===== src/rtl/core/usbcr_pkg.sv =====
// ============================================================================
// USB control responder package
// Shared types, codes, descriptor table and lookup functions for the
// endpoint-0 control request responder.
// ============================================================================
package usbcr_pkg;

    // Default largest packet on endpoint 0, in bytes.
    localparam int MAX_PACKET_DEF = 64;
    // Bytes held in the descriptor table; higher indexes read as zero.
    localparam int ROM_BYTES = 144;
    // Width of a run count; it holds the largest packet size that is allowed.
    localparam int CNT_W = 7;

    // Item actions.
    localparam logic [1:0] ACT_SETUP = 2'd0;
    localparam logic [1:0] ACT_IN    = 2'd1;
    localparam logic [1:0] ACT_RESET = 2'd2;

    // Request codes.
    localparam logic [7:0] REQ_GET_STATUS     = 8'h00;
    localparam logic [7:0] REQ_SET_ADDRESS    = 8'h05;
    localparam logic [7:0] REQ_GET_DESCRIPTOR = 8'h06;
    localparam logic [7:0] REQ_GET_CONFIG     = 8'h08;
    localparam logic [7:0] REQ_SET_CONFIG     = 8'h09;
    localparam logic [7:0] REQ_SET_LINE_CODING = 8'h20;
    localparam logic [7:0] REQ_GET_LINE_CODING = 8'h21;
    localparam logic [7:0] REQ_SET_LINE_STATE  = 8'h22;

    // Descriptor types.
    localparam logic [7:0] DESC_DEVICE = 8'd1;
    localparam logic [7:0] DESC_CONFIG = 8'd2;
    localparam logic [7:0] DESC_STRING = 8'd3;
    localparam logic [7:0] STRING_LAST = 8'd2;

    // Fixed places of the descriptors in the table.
    localparam logic [7:0] CFG_OFFSET = 8'd18;
    localparam logic [7:0] CFG_LENGTH = 8'd98;

    // Reply kinds.
    localparam logic [2:0] KIND_DATA  = 3'd0;
    localparam logic [2:0] KIND_EMPTY = 3'd1;
    localparam logic [2:0] KIND_NONE  = 3'd2;
    localparam logic [2:0] KIND_STALL = 3'd3;
    localparam logic [2:0] KIND_RESET = 3'd4;

    // Byte sources of a run.
    localparam logic [1:0] SRC_NONE = 2'd0;
    localparam logic [1:0] SRC_ROM  = 2'd1;
    localparam logic [1:0] SRC_FIX  = 2'd2;

    // Fixed reply patterns.
    localparam logic [1:0] FIX_ZERO   = 2'd0;
    localparam logic [1:0] FIX_CONFIG = 2'd1;
    localparam logic [1:0] FIX_LINE   = 2'd2;

    // Line reset value of the reported baud rate.
    localparam logic [31:0] LINE_RATE_RESET = 32'd115200;

    // One run of results handed from the sequencer to the byte unit.
    typedef struct packed {
        logic [1:0]       src;
        logic [2:0]       kind;
        logic [1:0]       fix;
        logic [CNT_W-1:0] cnt;
        logic [7:0]       ptr;
        logic             more;
    } t_run;

    // Device state that every result carries or that fixed replies read.
    typedef struct packed {
        logic        addr_load;
        logic [6:0]  dev_addr;
        logic [7:0]  config_value;
        logic [7:0]  line_state;
        logic [31:0] line_rate;
    } t_ctx;

    localparam logic [7:0] DESC_ROM [0:ROM_BYTES-1] = '{
        // Device descriptor.
        8'd18, 8'd1, 8'h00, 8'h02, 8'd0, 8'd0, 8'd0, 8'd64, 8'ha2, 8'h15, 8'h42,
        8'h00, 8'h00, 8'h01, 8'd1, 8'd2, 8'd0, 8'd1,
        // Configuration descriptor.
        8'd9, 8'd2, 8'd98, 8'd0, 8'd3, 8'd1, 8'd0, 8'h80, 8'd50,
        8'd9, 8'd4, 8'd0, 8'd0, 8'd2, 8'hff, 8'hff, 8'hff, 8'd0,
        8'd7, 8'd5, 8'h82, 8'd2, 8'd64, 8'd0, 8'd0,
        8'd7, 8'd5, 8'h01, 8'd2, 8'd64, 8'd0, 8'd0,
        8'd8, 8'd11, 8'd1, 8'd2, 8'd2, 8'd2, 8'd1, 8'd0,
        8'd9, 8'd4, 8'd1, 8'd0, 8'd1, 8'd2, 8'd2, 8'd0, 8'd0,
        8'd5, 8'h24, 8'd0, 8'h10, 8'h01,
        8'd5, 8'h24, 8'd1, 8'd1, 8'd1,
        8'd4, 8'h24, 8'd2, 8'd6,
        8'd5, 8'h24, 8'd6, 8'd1, 8'd2,
        8'd7, 8'd5, 8'h84, 8'd3, 8'd64, 8'd0, 8'd100,
        8'd9, 8'd4, 8'd2, 8'd0, 8'd2, 8'h0a, 8'd0, 8'd0, 8'd0,
        8'd7, 8'd5, 8'h83, 8'd2, 8'd64, 8'd0, 8'd0,
        8'd7, 8'd5, 8'h03, 8'd2, 8'd64, 8'd0, 8'd0,
        // String descriptor 0.
        8'h04, 8'h03, 8'h09, 8'h04,
        // String descriptor 1.
        8'h0e, 8'h03, 8'h72, 8'h00, 8'h61, 8'h00, 8'h6e, 8'h00, 8'h6d, 8'h00,
        8'h61, 8'h00, 8'h40, 8'h00,
        // String descriptor 2.
        8'h0a, 8'h03, 8'h54, 8'h00, 8'h65, 8'h00, 8'h73, 8'h00, 8'h74, 8'h00
    };

    // Table read; an index past the end reads as zero.
    function automatic logic [7:0] rom_byte(input logic [7:0] idx);
        logic [7:0] b;
        b = 8'd0;
        if (32'(idx) < ROM_BYTES) begin
            b = DESC_ROM[idx];
        end
        return b;
    endfunction

    // Table offset of a string descriptor, for indexes up to STRING_LAST.
    function automatic logic [7:0] string_offset(input logic [1:0] idx);
        logic [7:0] off;
        case (idx)
            2'd0:    off = 8'd116;
            2'd1:    off = 8'd120;
            default: off = 8'd134;
        endcase
        return off;
    endfunction

    // Builds a run descriptor.
    function automatic t_run make_run(input logic [1:0] src, input logic [2:0] kind,
                                      input logic [1:0] fix, input logic [CNT_W-1:0] cnt,
                                      input logic [7:0] ptr, input logic more);
        t_run r;
        r.src  = src;
        r.kind = kind;
        r.fix  = fix;
        r.cnt  = cnt;
        r.ptr  = ptr;
        r.more = more;
        return r;
    endfunction

endpackage


===== src/rtl/core/usbcr_if.sv =====
// ============================================================================
// USB control responder channels
// Valid/ready channels for request items and for result beats.
// ============================================================================

// Request items: one beat per setup, IN acknowledgement or bus reset.
interface usbcr_req_if;
    logic        valid;
    logic        ready;
    logic [1:0]  action;
    logic [7:0]  request_code;
    logic [15:0] request_value;
    logic [15:0] request_length;

    modport source (output valid, action, request_code, request_value, request_length,
                    input ready);
    modport sink (input valid, action, request_code, request_value, request_length,
                  output ready);
endinterface

// Result beats: one per response byte or status result.
interface usbcr_rsp_if;
    logic       valid;
    logic       ready;
    logic [2:0] reply_kind;
    logic [7:0] data_byte;
    logic       last;
    logic       more_to_come;
    logic       address_load;
    logic [6:0] device_address;
    logic [7:0] configuration;

    modport source (output valid, reply_kind, data_byte, last, more_to_come, address_load,
                    device_address, configuration, input ready);
    modport sink (input valid, reply_kind, data_byte, last, more_to_come, address_load,
                  device_address, configuration, output ready);
endinterface


===== src/rtl/core/usbcr_emit.sv =====
// ============================================================================
// USB control responder byte unit
// Walks one run of results, one beat per cycle while o_rsp accepts them,
// reading the descriptor table or a fixed pattern, into a registered output stage.
// ============================================================================
module usbcr_emit
    import usbcr_pkg::*;
(
    input  logic              i_clk,
    input  logic              i_rst_n,
    input  logic              i_start,
    input  t_run              i_run,
    input  t_ctx              i_ctx,
    output logic              o_busy,
    usbcr_rsp_if.source       o_rsp
);

    logic [CNT_W-1:0] r_cnt;
    logic [7:0]       r_ptr;
    logic [2:0]       r_idx;
    logic [1:0]       r_src;
    logic [1:0]       r_fix;
    logic [2:0]       r_kind;
    logic             r_more;

    logic             r_ov;
    logic [2:0]       r_out_kind;
    logic [7:0]       r_out_byte;
    logic             r_out_last;
    logic             r_out_more;
    logic             r_out_load;
    logic [6:0]       r_out_addr;
    logic [7:0]       r_out_config;

    logic             take;
    logic [7:0]       fix_byte;
    logic [7:0]       next_byte;

    // A beat is loaded whenever a run is open and the output stage frees up.
    assign take   = (r_cnt != '0) && (!r_ov || o_rsp.ready);
    assign o_busy = (r_cnt != '0);

    // Fixed reply patterns: status zeros, configuration, and line coding.
    always_comb begin
        fix_byte = 8'd0;
        case (r_fix)
            FIX_CONFIG: fix_byte = i_ctx.config_value;
            FIX_LINE: begin
                case (r_idx)
                    3'd0:    fix_byte = i_ctx.line_rate[7:0];
                    3'd1:    fix_byte = i_ctx.line_rate[15:8];
                    3'd2:    fix_byte = i_ctx.line_rate[23:16];
                    3'd3:    fix_byte = i_ctx.line_rate[31:24];
                    3'd7:    fix_byte = i_ctx.line_state;
                    default: fix_byte = 8'd0;
                endcase
            end
            default: fix_byte = 8'd0;
        endcase
    end

    // Byte source select.
    always_comb begin
        case (r_src)
            SRC_ROM: next_byte = rom_byte(r_ptr);
            SRC_FIX: next_byte = fix_byte;
            default: next_byte = 8'd0;
        endcase
    end

    // Run counter, table pointer and pattern index.
    always_ff @(posedge i_clk) begin
        if (!i_rst_n) begin
            r_cnt <= '0;
        end else if (i_start) begin
            r_cnt <= i_run.cnt;
        end else if (take) begin
            r_cnt <= r_cnt - CNT_W'(1);
        end
    end

    always_ff @(posedge i_clk) begin
        if (i_start) begin
            r_ptr  <= i_run.ptr;
            r_idx  <= 3'd0;
            r_src  <= i_run.src;
            r_fix  <= i_run.fix;
            r_kind <= i_run.kind;
            r_more <= i_run.more;
        end else if (take) begin
            r_ptr <= r_ptr + 8'd1;
            r_idx <= r_idx + 3'd1;
        end
    end

    // Output stage valid.
    always_ff @(posedge i_clk) begin
        if (!i_rst_n) begin
            r_ov <= 1'b0;
        end else if (take) begin
            r_ov <= 1'b1;
        end else if (o_rsp.ready) begin
            r_ov <= 1'b0;
        end
    end

    // Output stage payload.
    always_ff @(posedge i_clk) begin
        if (take) begin
            r_out_kind   <= (r_src == SRC_NONE) ? r_kind : KIND_DATA;
            r_out_byte   <= next_byte;
            r_out_last   <= (r_cnt == CNT_W'(1));
            r_out_more   <= (r_src == SRC_ROM) && r_more;
            r_out_load   <= i_ctx.addr_load;
            r_out_addr   <= i_ctx.dev_addr;
            r_out_config <= i_ctx.config_value;
        end
    end

    assign o_rsp.valid          = r_ov;
    assign o_rsp.reply_kind     = r_out_kind;
    assign o_rsp.data_byte      = r_out_byte;
    assign o_rsp.last           = r_out_last;
    assign o_rsp.more_to_come   = r_out_more;
    assign o_rsp.address_load   = r_out_load;
    assign o_rsp.device_address = r_out_addr;
    assign o_rsp.configuration  = r_out_config;

endmodule


===== src/rtl/core/usbcr_ctrl.sv =====
// ============================================================================
// USB control responder sequencer
// Decodes request items, keeps the device state and the pending transfer,
// sizes descriptor packets and starts runs on the byte unit.
// ============================================================================
module usbcr_ctrl
    import usbcr_pkg::*;
#(
    parameter int MAX_PACKET = MAX_PACKET_DEF
) (
    input  logic              i_clk,
    input  logic              i_rst_n,
    input  logic              i_cfg_we,
    input  logic [31:0]       i_cfg_wdata,
    usbcr_req_if.sink         i_req,
    input  logic              i_busy,
    output logic              o_start,
    output t_run              o_run,
    output t_ctx              o_ctx
);

    localparam logic [1:0] ST_IDLE = 2'd0;
    localparam logic [1:0] ST_DESC = 2'd1;
    localparam logic [1:0] ST_SEND = 2'd2;
    localparam logic [1:0] ST_RUN  = 2'd3;

    localparam logic [7:0] MaxPkt = 8'(MAX_PACKET);

    logic [1:0]  r_state,     n_state;
    logic [7:0]  r_config,    n_config;
    logic [7:0]  r_line_st,   n_line_st;
    logic [6:0]  r_pend_addr, n_pend_addr;
    logic        r_addr_pend, n_addr_pend;
    logic [6:0]  r_cur_addr,  n_cur_addr;
    logic [7:0]  r_resp_ptr,  n_resp_ptr;
    logic [7:0]  r_resp_rem,  n_resp_rem;
    logic        r_addr_load, n_addr_load;
    logic [31:0] r_line_rate;
    logic [7:0]  r_type,      n_type;
    logic [7:0]  r_index,     n_index;
    logic [15:0] r_length,    n_length;
    logic        r_start,     n_start;
    t_run        r_run,       n_run;

    logic        d_found;
    logic [7:0]  d_off;
    logic [7:0]  d_len;
    logic [7:0]  d_clip;
    logic [7:0]  s_cnt;
    logic [7:0]  s_rem;

    assign i_req.ready = (r_state == ST_IDLE);

    // Descriptor lookup: table place, stored length, then clip to wLength.
    always_comb begin
        d_found = 1'b1;
        d_off   = 8'd0;
        d_len   = 8'd0;
        if (r_type == DESC_DEVICE) begin
            d_off = 8'd0;
            d_len = rom_byte(8'd0);
        end else if (r_type == DESC_CONFIG) begin
            d_off = CFG_OFFSET;
            d_len = CFG_LENGTH;
        end else if ((r_type == DESC_STRING) && (r_index <= STRING_LAST)) begin
            d_off = string_offset(r_index[1:0]);
            d_len = rom_byte(d_off);
        end else begin
            d_found = 1'b0;
        end
        d_clip = (r_length < {8'd0, d_len}) ? r_length[7:0] : d_len;
    end

    // Packet sizing for the pending transfer.
    always_comb begin
        s_cnt = (r_resp_rem > MaxPkt) ? MaxPkt : r_resp_rem;
        s_rem = r_resp_rem - s_cnt;
    end

    // Sequencer and device state update.
    always_comb begin
        n_state     = r_state;
        n_config    = r_config;
        n_line_st   = r_line_st;
        n_pend_addr = r_pend_addr;
        n_addr_pend = r_addr_pend;
        n_cur_addr  = r_cur_addr;
        n_resp_ptr  = r_resp_ptr;
        n_resp_rem  = r_resp_rem;
        n_addr_load = r_addr_load;
        n_type      = r_type;
        n_index     = r_index;
        n_length    = r_length;
        n_start     = 1'b0;
        n_run       = r_run;

        unique case (r_state)
            ST_IDLE: begin
                if (i_req.valid) begin
                    n_addr_load = 1'b0;
                    unique case (i_req.action)
                        ACT_SETUP: begin
                            // A new setup drops any transfer still in flight.
                            n_resp_ptr = 8'd0;
                            n_resp_rem = 8'd0;
                            n_state    = ST_RUN;
                            n_start    = 1'b1;
                            n_run      = make_run(SRC_NONE, KIND_EMPTY, FIX_ZERO,
                                                  CNT_W'(1), 8'd0, 1'b0);
                            unique case (i_req.request_code)
                                REQ_GET_STATUS: begin
                                    n_run = make_run(SRC_FIX, KIND_DATA, FIX_ZERO,
                                                     CNT_W'(2), 8'd0, 1'b0);
                                end
                                REQ_SET_ADDRESS: begin
                                    n_pend_addr = i_req.request_value[6:0];
                                    n_addr_pend = 1'b1;
                                end
                                REQ_GET_DESCRIPTOR: begin
                                    n_type   = i_req.request_value[15:8];
                                    n_index  = i_req.request_value[7:0];
                                    n_length = i_req.request_length;
                                    n_state  = ST_DESC;
                                    n_start  = 1'b0;
                                end
                                REQ_GET_CONFIG: begin
                                    n_run = make_run(SRC_FIX, KIND_DATA, FIX_CONFIG,
                                                     CNT_W'(1), 8'd0, 1'b0);
                                end
                                REQ_SET_CONFIG: begin
                                    n_config = i_req.request_value[7:0];
                                end
                                REQ_GET_LINE_CODING: begin
                                    n_run = make_run(SRC_FIX, KIND_DATA, FIX_LINE,
                                                     CNT_W'(8), 8'd0, 1'b0);
                                end
                                REQ_SET_LINE_STATE: begin
                                    n_line_st = i_req.request_value[7:0];
                                end
                                default: begin
                                    // Set line coding and unknown codes arm an empty packet.
                                end
                            endcase
                        end
                        ACT_IN: begin
                            // A pending address takes effect first.
                            if (r_addr_pend) begin
                                n_cur_addr  = r_pend_addr;
                                n_addr_pend = 1'b0;
                                n_addr_load = 1'b1;
                            end
                            if (r_resp_rem != 8'd0) begin
                                n_state = ST_SEND;
                            end else begin
                                n_state = ST_RUN;
                                n_start = 1'b1;
                                n_run   = make_run(SRC_NONE, KIND_STALL, FIX_ZERO,
                                                   CNT_W'(1), 8'd0, 1'b0);
                            end
                        end
                        ACT_RESET: begin
                            n_config    = 8'd0;
                            n_addr_pend = 1'b0;
                            n_pend_addr = 7'd0;
                            n_cur_addr  = 7'd0;
                            n_resp_ptr  = 8'd0;
                            n_resp_rem  = 8'd0;
                            n_addr_load = 1'b1;
                            n_state     = ST_RUN;
                            n_start     = 1'b1;
                            n_run       = make_run(SRC_NONE, KIND_RESET, FIX_ZERO,
                                                   CNT_W'(1), 8'd0, 1'b0);
                        end
                        default: begin
                            // The unused action code is dropped without a result.
                        end
                    endcase
                end
            end
            ST_DESC: begin
                if (!d_found) begin
                    n_state = ST_RUN;
                    n_start = 1'b1;
                    n_run   = make_run(SRC_NONE, KIND_NONE, FIX_ZERO,
                                       CNT_W'(1), 8'd0, 1'b0);
                end else if (d_clip == 8'd0) begin
                    n_state = ST_RUN;
                    n_start = 1'b1;
                    n_run   = make_run(SRC_NONE, KIND_EMPTY, FIX_ZERO,
                                       CNT_W'(1), 8'd0, 1'b0);
                end else begin
                    n_resp_ptr = d_off;
                    n_resp_rem = d_clip;
                    n_state    = ST_SEND;
                end
            end
            ST_SEND: begin
                // Cut the next packet off the pending transfer.
                n_resp_rem = s_rem;
                n_resp_ptr = (s_rem == 8'd0) ? 8'd0 : (r_resp_ptr + s_cnt);
                n_state    = ST_RUN;
                n_start    = 1'b1;
                n_run      = make_run(SRC_ROM, KIND_DATA, FIX_ZERO, s_cnt[CNT_W-1:0],
                                      r_resp_ptr, (s_rem != 8'd0));
            end
            ST_RUN: begin
                if (!r_start && !i_busy) begin
                    n_state = ST_IDLE;
                end
            end
            default: n_state = ST_IDLE;
        endcase
    end

    // Control and device state registers.
    always_ff @(posedge i_clk) begin
        if (!i_rst_n) begin
            r_state     <= ST_IDLE;
            r_config    <= 8'd0;
            r_line_st   <= 8'd0;
            r_pend_addr <= 7'd0;
            r_addr_pend <= 1'b0;
            r_cur_addr  <= 7'd0;
            r_resp_ptr  <= 8'd0;
            r_resp_rem  <= 8'd0;
            r_addr_load <= 1'b0;
            r_start     <= 1'b0;
        end else begin
            r_state     <= n_state;
            r_config    <= n_config;
            r_line_st   <= n_line_st;
            r_pend_addr <= n_pend_addr;
            r_addr_pend <= n_addr_pend;
            r_cur_addr  <= n_cur_addr;
            r_resp_ptr  <= n_resp_ptr;
            r_resp_rem  <= n_resp_rem;
            r_addr_load <= n_addr_load;
            r_start     <= n_start;
        end
    end

    // Request fields and run descriptor.
    always_ff @(posedge i_clk) begin
        r_type   <= n_type;
        r_index  <= n_index;
        r_length <= n_length;
        r_run    <= n_run;
    end

    // Line rate register.
    always_ff @(posedge i_clk) begin
        if (!i_rst_n) begin
            r_line_rate <= LINE_RATE_RESET;
        end else if (i_cfg_we) begin
            r_line_rate <= i_cfg_wdata;
        end
    end

    assign o_start            = r_start;
    assign o_run              = r_run;
    assign o_ctx.addr_load    = r_addr_load;
    assign o_ctx.dev_addr     = r_cur_addr;
    assign o_ctx.config_value = r_config;
    assign o_ctx.line_state   = r_line_st;
    assign o_ctx.line_rate    = r_line_rate;

endmodule


===== src/rtl/core/usb_control_request_responder.sv =====
// ============================================================================
// USB control request responder
// Answers endpoint-0 requests from a fixed descriptor table and sends long
// descriptors packet by packet on each IN acknowledgement.
//
//   Channel   Direction  Carries
//   i_req     in         action, request_code, request_value, request_length
//   o_rsp     out        reply_kind, data_byte, last, more_to_come,
//                        address_load, device_address, configuration
//   i_cfg_*   in         line_rate write (write enable, 32-bit data)
//
// One item is taken at a time; an item sends N result beats, with N at most
// MAX_PACKET. A descriptor lookup passes through the lookup state, and a packet
// through the send state, before its run starts; an IN that sends a pending
// packet passes through the send state too. An unused action code retires
// without a result. i_req.ready rises at the edge after the last beat enters the
// output stage; holding off o_rsp delays it. Reset is synchronous and restores
// the device state and a line rate of 115200.
// ============================================================================
module usb_control_request_responder
    import usbcr_pkg::*;
#(
    parameter int MAX_PACKET = MAX_PACKET_DEF
) (
    input  logic              i_clk,
    input  logic              i_rst_n,
    input  logic              i_cfg_we,
    input  logic [31:0]       i_cfg_wdata,
    usbcr_req_if.sink         i_req,
    usbcr_rsp_if.source       o_rsp
);

    logic start;
    logic busy;
    t_run run;
    t_ctx ctx;

    // Request sequencer and device state.
    usbcr_ctrl #(
        .MAX_PACKET (MAX_PACKET)
    ) u_ctrl (
        .i_clk       (i_clk),
        .i_rst_n     (i_rst_n),
        .i_cfg_we    (i_cfg_we),
        .i_cfg_wdata (i_cfg_wdata),
        .i_req       (i_req),
        .i_busy      (busy),
        .o_start     (start),
        .o_run       (run),
        .o_ctx       (ctx)
    );

    // Shared byte unit and output stage.
    usbcr_emit u_emit (
        .i_clk   (i_clk),
        .i_rst_n (i_rst_n),
        .i_start (start),
        .i_run   (run),
        .i_ctx   (ctx),
        .o_busy  (busy),
        .o_rsp   (o_rsp)
    );

endmodule

===== src/flat_wrapper.sv =====
// flat-port wrapper written by rule: the top's interface ports become plain ports
module usb_control_request_responder_flat import usbcr_pkg::*;
#(
    parameter int MAX_PACKET = MAX_PACKET_DEF
)
  (i_clk, i_rst_n, i_cfg_we, i_cfg_wdata, i_req_valid, i_req_action, i_req_request_code, i_req_request_value, i_req_request_length, i_req_ready, o_rsp_valid, o_rsp_reply_kind, o_rsp_data_byte, o_rsp_last, o_rsp_more_to_come, o_rsp_address_load, o_rsp_device_address, o_rsp_configuration, o_rsp_ready);
  usbcr_req_if i_req_i ();
  usbcr_rsp_if o_rsp_i ();
  input  logic i_clk;
  input  logic i_rst_n;
  input  logic i_cfg_we;
  input  logic [31:0] i_cfg_wdata;
  input wire logic [$bits(i_req_i.valid)-1:0] i_req_valid;
  input wire logic [$bits(i_req_i.action)-1:0] i_req_action;
  input wire logic [$bits(i_req_i.request_code)-1:0] i_req_request_code;
  input wire logic [$bits(i_req_i.request_value)-1:0] i_req_request_value;
  input wire logic [$bits(i_req_i.request_length)-1:0] i_req_request_length;
  output wire logic [$bits(i_req_i.ready)-1:0] i_req_ready;
  output wire logic [$bits(o_rsp_i.valid)-1:0] o_rsp_valid;
  output wire logic [$bits(o_rsp_i.reply_kind)-1:0] o_rsp_reply_kind;
  output wire logic [$bits(o_rsp_i.data_byte)-1:0] o_rsp_data_byte;
  output wire logic [$bits(o_rsp_i.last)-1:0] o_rsp_last;
  output wire logic [$bits(o_rsp_i.more_to_come)-1:0] o_rsp_more_to_come;
  output wire logic [$bits(o_rsp_i.address_load)-1:0] o_rsp_address_load;
  output wire logic [$bits(o_rsp_i.device_address)-1:0] o_rsp_device_address;
  output wire logic [$bits(o_rsp_i.configuration)-1:0] o_rsp_configuration;
  input wire logic [$bits(o_rsp_i.ready)-1:0] o_rsp_ready;
  assign i_req_i.valid = i_req_valid;
  assign i_req_i.action = i_req_action;
  assign i_req_i.request_code = i_req_request_code;
  assign i_req_i.request_value = i_req_request_value;
  assign i_req_i.request_length = i_req_request_length;
  assign i_req_ready = i_req_i.ready;
  assign o_rsp_valid = o_rsp_i.valid;
  assign o_rsp_reply_kind = o_rsp_i.reply_kind;
  assign o_rsp_data_byte = o_rsp_i.data_byte;
  assign o_rsp_last = o_rsp_i.last;
  assign o_rsp_more_to_come = o_rsp_i.more_to_come;
  assign o_rsp_address_load = o_rsp_i.address_load;
  assign o_rsp_device_address = o_rsp_i.device_address;
  assign o_rsp_configuration = o_rsp_i.configuration;
  assign o_rsp_i.ready = o_rsp_ready;
  usb_control_request_responder #(.MAX_PACKET(MAX_PACKET)) u_core (.i_clk(i_clk), .i_rst_n(i_rst_n), .i_cfg_we(i_cfg_we), .i_cfg_wdata(i_cfg_wdata), .i_req(i_req_i), .o_rsp(o_rsp_i));
endmodule

===== config.mk =====
export PLATFORM = sky130hd
export DESIGN_NAME = usb_control_request_responder_flat
export DESIGN_NICKNAME = d
export VERILOG_FILES = /design/src/rtl/core/usbcr_pkg.sv /design/src/rtl/core/usbcr_if.sv /design/src/rtl/core/usbcr_emit.sv /design/src/rtl/core/usbcr_ctrl.sv /design/src/rtl/core/usb_control_request_responder.sv /design/src/flat_wrapper.sv
export SDC_FILE = /design/constraint.sdc
export NUM_CORES = 1
export LEC_CHECK = 0
export ABC_AREA = 1
export BUFFER_PORTS_ARGS = -buffer_cell sky130_fd_sc_hd__buf_2
export CAP_MARGIN = 20
export CORE_MARGIN = 2
export CORE_UTILIZATION = 50
export DETAILED_ROUTE_END_ITERATION = 8
export PLACE_DENSITY = 0.76
export SLEW_MARGIN = 20
export SYNTH_ARGS = -nofsm -noshare
export SYNTH_HDL_FRONTEND = slang
export SYNTH_SLANG_ARGS = --single-unit

===== constraint.sdc =====
create_clock -name i_clk -period 5.2 [get_ports i_clk]
set_clock_uncertainty 0.2 [all_clocks]
set_input_delay 0 -clock i_clk [delete_from_list [all_inputs] [get_ports i_clk]]
set_output_delay 0 -clock i_clk [all_outputs]
set_load 0.1 [all_outputs]

==> impl_metrics.json <==
{
  "comb_power_share_pct": 44.4,
  "grt_usage_pct": 26.2,
  "cts_resized": 0,
  "avgSynthCellArea_sq_um": 8.23,
  "synth_edf_count": 100,
  "synthFlopType": "edfxtp_1",
  "leakagePower_nw": 5.39,
  "area_growth_pct": 24.6,
  "reg2reg_depth": 20,
  "num_rows": 52,
  "initial_core_util_pct": 50.7,
  "grt_pass1_wl_um": 45600,
  "cp.arrival_ns": 3.94,
  "first_iter_violations": 1069,
  "dp.cells": 1575,
  "yosysTopAreaCellShare_pct": 29.5,
  "die_height_um": 147,
  "crit_path_max_fanout": 23,
  "post_cts_buffers": 0,
  "worstSetupPathType": "reg2reg",
  "cts_tree": "built",
  "whs_path_depth": 2,
  "io_buffers": 109,
  "final-setup-viol-count": 0,
  "syn_area_sq_um": 10200,
  "grt_pass1_vias": 9332,
  "wl_per_cell_um": 16.3,
  "ant_nets": 0,
  "p_sw_mw": 3.06,
  "insertion_delay_ns": 0.44,
  "clkSlewWorstSetupHoldPaths_ns": 0.07,
  "worst_slew_pin_slew_ns": 0.839,
  "hold_path_class": "in2reg",
  "stdcell_count": 1723,
  "finalNetCount": 1568,
  "routed_wl_um": 28000,
  "cts_sinks": 194,
  "antenna_found_initial": 0,
  "insertedDiodeCount": 0,
  "drt_pass1_iterations": 6,
  "p_per_area_nw_per_um2": 516,
  "ys_async_sr_fraction_pct": 0,
  "h-tree-depth": 4,
  "p_clk_share_pct": 20.5,
  "grt_overflow_total": 0,
  "slew-limit-headroom_pct": 43.9,
  "numCtsBuffers": 17,
  "max_freq_mhz": 245,
  "root_buffer": "clkbuf_16",
  "cap_violations": 0,
  "fin_crit_sh_pct": 78.5,
  "vdd_drop_max_v": 0.000301,
  "die_x_um": 147,
  "synth_area_leaders": "edfxtp_1 29%, dfxtp_1 18%, nand2_1 7.4%, nor2_1 6.4%, ha_1 5.9%",
  "drive_gt1_share_pct": 13.4,
  "p_int_mw": 3.50,
  "die-area_sq_um": 21500,
  "yosysTopAreaCell": "edfxtp_1",
  "grt_max_degree": 56,
  "rsz0062_at_grt": "no",
  "hpwl_um": 18400,
  "switching_share_pct": 46.7,
  "ys_seq_area_share_pct": 47.9,
  "drc": 0,
  "clockBufferDepth": 2,
  "min_period_ns": 4.08,
  "yosysWarnings": 0,
  "vias": 9564,
  "cp-start-kind": "flip-flop",
  "ys_types": 50,
  "postSynthCellCount": 1239,
  "status": "finished clean",
  "fin_tns_setup_ns": 0,
  "via_per_inst": 5.55,
  "endpoint_kind": "flip-flop",
  "coreArea_sq_um": 20100,
  "gp_congestion": 0.937,
  "sequentialPowerShare_pct": 35.2,
  "maxSlewViolCount": 0,
  "ys_ff_latch": 194,
  "hold_viol": 0,
  "cts_hold_buf": 115,
  "io_pins": 110,
  "cp.required_ns": 5.06
}
layer usage:
layer  GRT usage (%)  vias to the layer above  part of all wire, %
li1                -                     4617                    -
met1            33.3                     4446                   42
met2            45.3                      436                   49
met3            4.69                       65                  6.2
met4            8.88                        0                  2.8
met5               0                        -                    0
registers in the layout, indices dropped and copies added, names as in the netlist, 8 cells and up:
name / cells
u_core.u_ctrl.r_line_rate: 32
u_core.u_ctrl.o_run: 23
u_core.u_ctrl.r_length: 16
u_core.u_ctrl.r_config: 8
u_core.u_ctrl.r_index: 8
u_core.u_ctrl.r_line_st: 8
u_core.u_ctrl.r_resp_ptr: 8
u_core.u_ctrl.r_resp_rem: 8
u_core.u_ctrl.r_type: 8
u_core.u_emit.o_rsp.configuration: 8
u_core.u_emit.o_rsp.data_byte: 8
u_core.u_emit.r_ptr: 8
cells in the mapped netlist, types with 2 or more instances:
library cell and count:
a21o_1 2, a211oi_1 9, o21ai_0 105, xnor2_1 4, nand3_1 73, o311ai_0 10, o32ai_1 4, clkinv_1 2
a31oi_1 11, nand2_4 5, edfxtp_1 100, dfxtp_1 94, a21oi_1 76, nand3b_1 5, nor3_1 21, o22ai_1 11
nor2_1 173, nor2_2 5, nand4_1 8, inv_1 135, nor4_1 7, nand2_1 200, a311oi_1 6, a22o_1 5
a21oi_2 10, inv_2 11, nand2_2 11, o2111ai_1 4, a221o_1 2, o21ai_1 3, o211ai_1 7, ha_1 48
o221ai_1 3, xor2_1 7, buf_2 4, buf_1 4, clkbuf_1 41
stage by stage:
step | power (mW) | cell area, sq um | hold WS, ns | setup WS [ns] | utilization (%)
global route | 6.91 | 12700 | 0.0497 | 0.694 | 63.2
CTS | 6.51 | 12700 | 0.0555 | 1.12 | 63.1
finish | 6.56 | 12700 | 0.0637 | 1.12 | 63.2
floorplan | 4.48 | 10200 | -0.101 | 0.615 | -
detailed placement | 5.11 | 10900 | -0.0219 | 1.17 | 54.3
global placement | 5.09 | 10900 | -0.0240 | 1.32 | 54.3
power by group through the flow:
stage                     logic (mW)  clock network, mW  registers [mW]
after floorplan                 1.52                  0            2.95
after global placement          2.77                  0            2.33
after detailed placement        2.78                  0            2.33
after CTS                       2.86               1.35            2.30
after global routing            3.14               1.42            2.34
final                           2.91               1.34            2.31
kinds of logic after synthesis:
family                     Yosys count  synth area share, %
and+or+nand+nor                    512                 21.5
AOI/OAI and AO/OA                  274                 16.0
buffers and inverters              198                 7.50
DFF                                194                 47.9
adders and majority gates           49                 6.09
xor gates and xnor gates            11                0.945
other                                1               0.0368
worst max-delay path: stages, from the launching register on:
cell	delay, ns
edfxtp_1	0.38
nor2_1	0.12
nand2_1	0.15
nor2_2	0.17
nand2_1	0.13
inv_2	0.11
nand2_1	0.05
nand2_1	0.11
inv_1	0.07
ha_1	0.32
a21oi_1	0.14
nand2_1	0.08
a21oi_2	0.38
nand3_1	0.14
nand2_1	0.11
nand2_1	0.06
nor2_2	0.13
nand2_2	0.08
nand2_4	0.07
o221ai_1	0.10
inv_1	0.61
area by class of cell:
class                   instances  area, sq um
repair buffers                231         1760
inverters                     148          556
multi-input cells             848         4560
well taps                     270          338
clock inverters                14          159
clock buffers                  18          450
flip-flops and latches        194         4880
fillers                      1597         7400
cell usage in the layout, fill, tap and decap left out, drive strengths merged, types with 2 or more instances in the layout:
master       synthesis  final
nand2              216    216
nor2               178    178
inv                146    153
buf                  9    116
dlygate4sd3          0    115
o21ai              108    108
edfxtp             100    100
dfxtp               94     94
a21oi               86     86
nand3               74     74
ha                  48     48
nor3                21     21
clkbuf              41     18
o22ai               11     11
a31oi               11     11
o311ai              10     10
a211oi               9      9
nand4                8      8
nor4                 8      8
xor2                 7      7
o211ai               7      7
clkinv               2      7
a311oi               6      6
a22o                 5      5
nand3b               5      5
o32ai                4      4
o2111ai              4      4
xnor2                4      4
o221ai               3      3
a221o                2      2
a21o                 2      2
conb                 1      2
path summary, 6_finish.rpt:
path,from,end,slack [ns]
min reg2reg,u_core.u_ctrl.o_run[17],u_core.u_emit.r_fix[1],0.22
max,u_core.u_ctrl.r_type[5],u_core.u_ctrl.o_run[8],1.12
max reg2reg,u_core.u_ctrl.r_type[5],u_core.u_ctrl.o_run[8],1.12
min,i_req_request_length[4],u_core.u_ctrl.r_length[4],0.06
(Power assumes the default switching activity.)
